--- config.mk ---
export PLATFORM = sky130hd
export DESIGN_NAME = prtb_step
export DESIGN_NICKNAME = d
export VERILOG_FILES = /design/src/hdl/prtb_pkg.sv /design/src/hdl/prtb_step.sv
export SDC_FILE = /design/constraint.sdc
export NUM_CORES = 2
export LEC_CHECK = 0
export BUFFER_PORTS_ARGS = -buffer_cell sky130_fd_sc_hd__buf_2
export CORE_MARGIN = 2
export CORE_UTILIZATION = 35
export DETAILED_ROUTE_END_ITERATION = 10
export PLACE_DENSITY = 0.58
export SYNTH_ARGS = -nofsm -noshare
export SYNTH_HDL_FRONTEND = slang
export SYNTH_SLANG_ARGS = --single-unit
--- constraint.sdc ---
create_clock -name clk -period 7.6 [get_ports clk]
set_input_delay 0 -clock clk [delete_from_list [all_inputs] [get_ports clk]]
set_output_delay 0 -clock clk [all_outputs]
set_load 0.1 [all_outputs]
--- src/hdl/prtb_pkg.sv ---
`timescale 1ns / 1ps
// Shared constants for the positional random threshold pipeline.
package prtb_pkg;

    localparam int XY_W    = 32;
    localparam int Y_W     = 7;
    localparam int SEED_W  = 64;
    localparam int STATE_W = 48;
    localparam int HALF_W  = 24;
    localparam int VAL_W   = 24;

    // position hash
    localparam logic [21:0] HASH_XK = 22'h2fc20f;
    localparam logic [26:0] HASH_ZK = 27'h6ebfff5;

    // square mix
    localparam logic [25:0] MIX_SQ  = 26'h285b825;

    // 48-bit LCG: multiplier split into a 24-bit low half and an 11-bit high half
    localparam logic [47:0] LCG_MULT    = 48'h0005deece66d;
    localparam logic [23:0] LCG_MULT_LO = 24'hece66d;
    localparam logic [10:0] LCG_MULT_HI = 11'h5de;
    localparam logic [47:0] LCG_INC     = 48'hb;

    localparam logic [6:0]  BAND_TOP = 7'd127;

endpackage

--- src/hdl/prtb_step.sv ---
`timescale 1ns / 1ps
// One generator step and the layer threshold compare (two stages, output register).
module prtb_step
(
    input  logic            clk,
    input  logic            rst_n,
    input  logic            up_valid,
    output logic            up_ready,
    input  logic [47:0]     state,
    input  logic [6:0]      y_in,
    output logic            dn_valid,
    input  logic            dn_stall,
    output logic            solid,
    output logic [23:0]     random_value
);
    import prtb_pkg::*;

    logic           vf_reg;
    logic           vg_reg;
    logic           ld_f;
    logic           ld_g;

    logic [47:0]    pll_reg;
    logic [23:0]    plh_reg;
    logic [23:0]    phl_reg;
    logic [6:0]     yf_reg;
    logic           solid_reg;
    logic [23:0]    value_reg;

    logic [47:0]    pll_next;
    logic [34:0]    plh_full;
    logic [47:0]    phl_full;
    logic [23:0]    mid;
    logic [47:0]    s_next;
    logic [23:0]    v;
    logic [30:0]    lhs;
    logic [30:0]    rhs;

    assign ld_g     = !vg_reg || !dn_stall;
    assign ld_f     = !vf_reg || ld_g;
    assign up_ready = ld_f;

    // s*M mod 2^48 = sl*Ml + ((sl*Mh + sh*Ml) mod 2^24) << 24
    assign pll_next = state[23:0] * LCG_MULT_LO;
    assign plh_full = state[23:0] * LCG_MULT_HI;
    assign phl_full = state[47:24] * LCG_MULT_LO;

    assign mid    = plh_reg + phl_reg;
    assign s_next = pll_reg + {mid, 24'd0} + LCG_INC;
    assign v      = s_next[47:24];
    assign lhs    = {5'd0, v, 2'd0} + {7'd0, v};
    assign rhs    = {BAND_TOP - yf_reg, 24'd0};

    always_ff @(posedge clk or negedge rst_n)
    begin
        if (!rst_n)
        begin
            vf_reg <= 1'b0;
            vg_reg <= 1'b0;
        end
        else
        begin
            if (ld_f)
            begin
                vf_reg <= up_valid;
            end
            if (ld_g)
            begin
                vg_reg <= vf_reg;
            end
        end
    end

    always_ff @(posedge clk)
    begin
        if (ld_f && up_valid)
        begin
            pll_reg <= pll_next;
            plh_reg <= plh_full[23:0];
            phl_reg <= phl_full[23:0];
            yf_reg  <= y_in;
        end
        if (ld_g && vf_reg)
        begin
            solid_reg <= (lhs >= rhs);
            value_reg <= v;
        end
    end

    assign dn_valid     = vg_reg;
    assign solid        = solid_reg;
    assign random_value = value_reg;

endmodule

==> flow_summary.ini <==
[clocking]
cts-buffers-inserted = 17
clk_pin_slew_ps = 70
clkLatencyLatePin_ps = 470
cts-root-buf = clkbuf_16
clock-sinks = 128
ctsHtreeMaxLevel = 4
cts_tree = built
clockBufferDepth = 2

[yosys]
async_flop_share_pct = 1.563
syn_inst = 2482
synthFlopType = edfxtp_1
synth-simple-area-share_pct = 5.438
syn_nets = 3444
synth_compound_area_share_pct = 8.243
synth_top_family_by_area = adder cells
ys_seq_elements = 128
synth-xor-area-share_pct = 5.438
ys_warn_count = 0
synth_fa_ha_area_share_pct = 56.39
synth_edf_count = 126
synthMuxAreaShare_pct = 0.1151
synth_seq_area_share_pct = 14.69
syn-cell-area_um2 = 26090
syn_avg_cell_area_um2 = 10.51
yosysUniqueCellTypes = 70

[floorplan]
io_pins = 86
start_util_pct = 35.23
die_w_um = 277.0
core.rowCount = 100
die_area_um2 = 76750
core-area_um2 = 74070
fp.dieH_um = 277.0

[run_status]
status = completed

[sta]
fin_skew_ps = 16.19
tightest_slew_ps = 823.6
timing.fmax_ghz = 0.1360
layout_min_cycle_time_ps = 7355
grt_setup_unrepaired = yes
finalCritPeriodShare_pct = 96.78
slew_violations = 0
setup_viol = 0
hold_viol_final = 0
relSlewSlack_pct = 45.09

[routing]
drc = 0
wl_per_cell_um = 17.80
avgViaCountPerCell = 4.760
dr.pass1.iters = 5
drt-initial-drc-count = 954
finalWirelength_um = 64600
ant_nets = 0
vias = 17270

[worst_setup_path]
slowest_stage = edfxtp_1
slowest_delay_ps = 410
worst-endpoint-required_ps = 7950
end_kind = register
critPathKind = register to register
cp_max_fo = 5
arrival_ps = 7700
path_buf_inv = 1
start_kind = register
cp_top_family = compound AO/OA/AOI/OAI gates

[layout]
area_growth_pct = 11.77
largest_reg_flops = 48
final_common_cell = inv_1
final_cell_mix = 667 x inv_1, 454 x fa_1, 439 x ha_1
stdcell_area_um2 = 29160
drive_gt1_share_pct = 9.214
fin_nets = 3608

[worst_hold_path]
worstHoldPathType = primary input to register

[place]
dpl_cell_area_um2 = 27940
io_buffers = 85
dpl.hpwl_um = 56960
gp_congestion = 0.9393

[grt]
grt_pass1_vias = 18450
grt_max_degree = 67
grt_util_all_layers_pct = 17.67
grt_overflow = 0
antenna_found_initial = 0
grt_pass1_wl_um = 103900

[flow_run]
cap_viol_max_count = 0
[synthesized netlist by cell type, types with 3 or more instances]
cell type / number / share of area [%]
inv_1: 669 / 9.6
fa_1: 455 / 35
ha_1: 448 / 21
xnor2_1: 129 / 4.3
edfxtp_1: 126 / 15
a21oi_1: 92 / 1.8
nor2_1: 78 / 1.1
o21ai_0: 65 / 1.2
nand2_1: 51 / 0.73
a21o_1: 34 / 0.98
xor2_1: 33 / 1.1
nor3_1: 30 / 0.58
o21a_1: 27 / 0.78
o21bai_1: 25 / 0.72
nand2b_1: 19 / 0.46
nand3_1: 17 / 0.33
nor2b_1: 17 / 0.41
nand4_1: 13 / 0.31
a211oi_1: 12 / 0.35
a31oi_1: 10 / 0.24
and2_1: 9 / 0.22
o211ai_1: 9 / 0.26
or3_1: 9 / 0.22
and3_1: 8 / 0.19
or2_2: 8 / 0.19
nor4_1: 6 / 0.14
clkbuf_1: 4 / 0.058
o21ai_1: 4 / 0.077
o22ai_1: 4 / 0.096
or4_1: 4 / 0.12
a2111o_1: 3 / 0.13
a21boi_0: 3 / 0.086
a311oi_1: 3 / 0.10
and4_1: 3 / 0.10
mux2i_1: 3 / 0.12
o2111ai_1: 3 / 0.10
o31a_1: 3 / 0.10
[area by class of cell]
class / instances / area, um2
fill: 7288 / 44910
multi-input combinational: 1681 / 20090
sequential: 128 / 3834
inverter: 669 / 2514
tap: 969 / 1212
timing repair buffer: 149 / 940.9
clock buffer: 17 / 425.4
clock inverter: 15 / 145.1
antenna: 1 / 2.502
[metrics by stage]
stage	hold slack [ps]	setup slack (ps)	utilization, %	setup TNS [ps]	cells
finish	24.96	244.8	39.37	0	3629
global route	15.20	-316.9	39.37	-316.9	3628
CTS	6.124	18.93	38.73	0	3608
detailed placement	-209.7	-218.0	37.72	-218.0	3561
global placement	-209.2	69.58	37.72	0	3561
floorplan	-295.6	682.0	-	0	2482
[what timing repair did]
item,CTS,global route
buffers inserted,1,20
pin swaps,1,70
hold endpoints to repair,13,0
hold buffers,14,0
setup endpoints to repair,1,1
resized for setup,6,67
[layer usage]
layer,up-vias,share of wire [%],track usage [%]
met5,-,0,0
met4,0,1.8,4.264
met3,49,5.4,3.594
met2,370,47,28.12
met1,8560,46,24.65
li1,8294,-,-
[cell families after synthesis]
logic type,Yosys count
flip-flops,128
AND/OR/NAND/NOR,282
AO/OA/AOI/OAI,331
multiplexers,3
buffers and inverters,673
adder cells (fa/ha/maj),903
XOR/XNOR,162
[final timing paths]
kind,start,to,slack [ps],cells past startpoint
worst max register to register,phl_reg[2],solid,240,36
worst min register to register,vf_reg,dn_valid,480,1
worst max-delay path,phl_reg[2],solid,240,36
min in group asynchronous,rst_n,vf_reg,380,3
worst min-delay path,state[1],pll_reg[1],20,2
max in group asynchronous,rst_n,dn_valid,7090,3
Power is left out: the tool's default activity adds up to more than one toggle a clock period on the data nets, which glitch-free logic cannot reach.
