## config.mk

```make
export PLATFORM = sky130hd
export DESIGN_NAME = prtb_mix
export DESIGN_NICKNAME = d
export VERILOG_FILES = /design/src/hdl/prtb_pkg.sv /design/src/hdl/prtb_mix.sv
export SDC_FILE = /design/constraint.sdc
export NUM_CORES = 2
export LEC_CHECK = 0
export BUFFER_PORTS_ARGS = -buffer_cell sky130_fd_sc_hd__buf_2
export CAP_MARGIN = 20
export CORE_MARGIN = 4
export CORE_UTILIZATION = 37
export CTS_CLUSTER_DIAMETER = 30
export DETAILED_ROUTE_END_ITERATION = 8
export GPL_ROUTABILITY_DRIVEN = 0
export SKIP_LAST_GASP = 1
export SYNTH_ARGS = -nofsm -noshare
export SYNTH_HDL_FRONTEND = slang
export SYNTH_SLANG_ARGS = --single-unit
```

## constraint.sdc

```tcl
create_clock -name clk -period 8.9 [get_ports clk]
set_input_delay 2.67 -clock clk [delete_from_list [all_inputs] [get_ports clk]]
set_output_delay 2.67 -clock clk [all_outputs]
set_load 0.03 [all_outputs]
```

## src/hdl/prtb_pkg.sv

```systemverilog
`timescale 1ns / 1ps
// Shared constants for the positional random threshold pipeline.
package prtb_pkg;

    localparam int XY_W    = 32;
    localparam int Y_W     = 7;
    localparam int SEED_W  = 64;
    localparam int STATE_W = 48;
    localparam int HALF_W  = 24;
    localparam int VAL_W   = 24;

    // position hash
    localparam logic [21:0] HASH_XK = 22'h2fc20f;
    localparam logic [26:0] HASH_ZK = 27'h6ebfff5;

    // square mix
    localparam logic [25:0] MIX_SQ  = 26'h285b825;

    // 48-bit LCG: multiplier split into a 24-bit low half and an 11-bit high half
    localparam logic [47:0] LCG_MULT    = 48'h0005deece66d;
    localparam logic [23:0] LCG_MULT_LO = 24'hece66d;
    localparam logic [10:0] LCG_MULT_HI = 11'h5de;
    localparam logic [47:0] LCG_INC     = 48'hb;

    localparam logic [6:0]  BAND_TOP = 7'd127;

endpackage

```

## src/hdl/prtb_mix.sv

```systemverilog
`timescale 1ns / 1ps
// Square mix, seed XOR and generator scramble (three stages).
module prtb_mix
(
    input  logic                        clk,
    input  logic                        rst_n,
    input  logic                        up_valid,
    output logic                        up_ready,
    input  logic        [63:0]          sq_lo,
    input  logic        [30:0]          sq_cross,
    input  logic        [63:0]          lin,
    input  logic        [6:0]           y_in,
    input  logic signed [63:0]          seed,
    output logic                        dn_valid,
    input  logic                        dn_ready,
    output logic        [47:0]          state,
    output logic        [6:0]           y_out
);
    import prtb_pkg::*;

    logic         vc_reg;
    logic         vd_reg;
    logic         ve_reg;
    logic         ld_c;
    logic         ld_d;
    logic         ld_e;

    logic [63:0]  g_reg;
    logic [63:0]  linc_reg;
    logic [6:0]   yc_reg;
    logic [57:0]  pl_reg;
    logic [31:0]  ph_reg;
    logic [63:0]  lind_reg;
    logic [6:0]   yd_reg;
    logic [47:0]  s_reg;
    logic [6:0]   ye_reg;

    logic [63:0]  g_next;
    logic [57:0]  pl_next;
    logic [57:0]  ph_full;
    logic [63:0]  e_sum;
    logic [47:0]  s_next;

    assign ld_e     = !ve_reg || dn_ready;
    assign ld_d     = !vd_reg || ld_e;
    assign ld_c     = !vc_reg || ld_d;
    assign up_ready = ld_c;

    // h*h mod 2^64 = lo + cross * 2^33
    assign g_next  = sq_lo + {sq_cross, 33'd0};
    // g*MIX_SQ mod 2^64 from two halves
    assign pl_next = g_reg[31:0] * MIX_SQ;
    assign ph_full = g_reg[63:32] * MIX_SQ;
    assign e_sum   = {ph_reg, 32'd0} + {6'd0, pl_reg} + lind_reg;
    assign s_next  = e_sum[63:16] ^ seed[47:0] ^ LCG_MULT;

    always_ff @(posedge clk or negedge rst_n)
    begin
        if (!rst_n)
        begin
            vc_reg <= 1'b0;
            vd_reg <= 1'b0;
            ve_reg <= 1'b0;
        end
        else
        begin
            if (ld_c)
            begin
                vc_reg <= up_valid;
            end
            if (ld_d)
            begin
                vd_reg <= vc_reg;
            end
            if (ld_e)
            begin
                ve_reg <= vd_reg;
            end
        end
    end

    always_ff @(posedge clk)
    begin
        if (ld_c && up_valid)
        begin
            g_reg    <= g_next;
            linc_reg <= lin;
            yc_reg   <= y_in;
        end
        if (ld_d && vc_reg)
        begin
            pl_reg   <= pl_next;
            ph_reg   <= ph_full[31:0];
            lind_reg <= linc_reg;
            yd_reg   <= yc_reg;
        end
        if (ld_e && vd_reg)
        begin
            s_reg  <= s_next;
            ye_reg <= yd_reg;
        end
    end

    assign dn_valid = ve_reg;
    assign state    = s_reg;
    assign y_out    = ye_reg;

endmodule

```

==> metrics.cfg <==
[outcome]
status=finished, final reports clean

[setup_path]
cp-end-kind=flip-flop
timing.rr.start=g_reg[13]
arrival_ps=7910
worstRegToRegCells=24
critPathMaxStageDelay_ps=760
cp-start-kind=flip-flop
rr_endpoint=pl_reg[54]
crit_path_max_fanout=9
crit_chain=inv_1 -> fa_1 -> inv_1 -> fa_1 -> ha_1 -> inv_1 -> fa_1 -> inv_1 -> fa_1 -> fa_1 -> inv_1 -> fa_1 -> inv_1 -> ha_1 -> nand3_1 -> nor2_1 -> o2111a_1 -> nor3_2 -> a311oi_1 -> o21ai_1 -> a31oi_1 -> a2111oi_0 -> o21ai_0 -> xor2_1
reg2reg_slack_ps=1390
path_class=flip-flop to flip-flop
slowest_stage=edfxtp_1
required_ps=9290

[worst_hold_path]
whs_endpoint=lind_reg[30]
holdPathStages=0
min_from=linc_reg[30]
hold_class=flip-flop to flip-flop

[yosys]
yosysTopAreaCellShare=0.295
yosysTopAreaCell=edfxtp_1
synthCells=3058
yosys_register_bits=354
synth_ff_type=edfxtp_1
yosys_warnings=0
syn_nets=4353
synth_area_um2=35700
synth.distinct_cells=74
synth_edf_count=351
synthArstFlopShare=0.00847
seq_area_frac_synth=0.297
synth.top_cells.by_area=edfxtp_1 (30%), ha_1 (23%), fa_1 (22%)
avgSynthCellArea_um2=11.7

[route]
wl_per_cell_um=17.8
top_layer_used=met5
firstDrtPassIters=5
vias=22900
ant_nets=0
wirelength_um=85100
routed-wl-met2_um=42400
drc=0
wl_met1_um=35800
vias_per_cell=4.79
wl_met3_um=4960
first_iter_violations=1200

[timing]
rsz0062_at_grt=false
max_clock_freq_mhz=133
finalCriticalPeriod_ps=7510
setup_tns_ps=0
hold_viol_final=0
fin_worst_skew_ps=54.3
period_share=0.844
setup_violations=0
slew_headroom=0.360
tightest_slew_ps=960
slew_viol_final=0

[global_routing]
grt_pass1_wl_um=135000
grt_start_max_net_pins=92
gr-total-overflow=0
track_usage=0.171
grt_pass1_vias=24700
antenna_found_initial=22

[clock_network]
clock-sinks=354
numCtsBuffers=94
clkTransAtPathRegs_ps=50
htreeDepth=3
clock-root-buffer=clkbuf_16
clockBufferDepth=3
cts_resized=0
clk_latency_ps=670
postCtsHoldBufs=0
cts_tree=built
cts_setup_buffers=0

[finish]
drive_gt1_frac=0.134
fin_nets=4729
area_delta_synth_final_pct=17.6

[floorplanning]
die_area_um2=102000
die_y_um=319
die_w_um=319
rows=113
io_pins=291
floorplan.initialDensity=0.374
coreArea_um2=95400

[place]
hpwl_um=69300
numPortBuffers=274

[flow_run]
cap_violations=0

[metrics by stage]
| stage | setup WS (ps) | instances | utilization | hold slack, ps | cell area (um^2) |
|---|---|---|---|---|---|
| 2_1_floorplan | 1900 | 3058 | - | 400 | 35700 |
| 3_3_place_gp | 1410 | 4603 | 0.406 | 401 | 38800 |
| 3_5_place_dp | 1360 | 4603 | 0.406 | 405 | 38800 |
| 4_1_cts | 1310 | 4779 | 0.440 | 366 | 42000 |
| 5_1_grt | 847 | 4783 | 0.440 | 383 | 42000 |
| 6_report | 1390 | 4788 | 0.440 | 375 | 42000 |
[kinds of logic after synthesis]
kind of cell | Yosys count | share of synthesized area
adder cells (fa/ha/maj) | 1061 | 0.454
buffers and inverters | 710 | 0.0747
AO/OA/AOI/OAI | 422 | 0.0782
flip-flops | 354 | 0.297
AND/OR/NAND/NOR | 286 | 0.0406
XOR/XNOR | 225 | 0.0554
[cell type report]
class,instances,area (um^2)
antenna,9,22.5
clock buffer,104,2390
clock inverter,72,840
fill,8968,53400
inverter,702,2640
multi-input combinational,1994,22400
sequential,354,10600
tap,1265,1580
timing repair buffer,288,1490
[cells in the final DEF (no fill, tap or decap), types with 22 or more instances in the layout]
master	count
buf_2	274
edfxtp_1	351
nand2b_1	22
xor2_1	55
nand3_1	37
nor2_1	62
nand2_1	57
xnor2_1	169
a21oi_1	144
inv_1	702
a21o_1	81
clkbuf_16	94
fa_1	392
ha_1	669
nor3_1	22
o21ai_0	58
o21bai_1	22
[routing by layer]
metal  up-vias  global-route usage
li1      11100                   -
met1     11200               0.214
met2       492               0.302
met3       130              0.0342
met4        12              0.0461
met5         -                   0
[worst max path at each step]
stage | start | endpoint | slack, ps | cells past startpoint
2_1_floorplan | dn_ready | lind_reg[0] | 1900 | 3
3_3_place_gp | g_reg[13] | pl_reg[54] | 1410 | 24
3_5_place_dp | g_reg[13] | pl_reg[43] | 1360 | 25
4_1_cts | g_reg[13] | pl_reg[43] | 1310 | 25
5_1_grt | g_reg[13] | pl_reg[43] | 850 | 25
6_report | g_reg[13] | pl_reg[54] | 1390 | 24
[critical path, delay by kind of cell, from the launching register on]
| kind | cells | cell delay (ps) |
|---|---|---|
| and+or+nand+nor | 3 | 480 |
| DFF | 1 | 760 |
| AOI/OAI and AO/OA | 6 | 1660 |
| xor gates and xnor gates | 1 | 90 |
| buffers and inverters | 6 | 570 |
| adders and majority gates | 8 | 3700 |
[Yosys cell counts (all sizes together), types with 11 or more instances]
library cell    n
inv           702
nand2b         22
a21o           81
fa            392
a211oi         12
o21ai          62
nor2b          15
nor3           23
o21bai         22
and2           15
nand3          37
ha            669
o21a           19
nor2           62
nand2          57
and3           13
edfxtp        351
xnor2         169
xor2           56
nand4          18
o31ai          11
a21oi         146
Power is left out: the tool's default activity adds up to more than one toggle a clock period on the data nets, which glitch-free logic cannot reach.
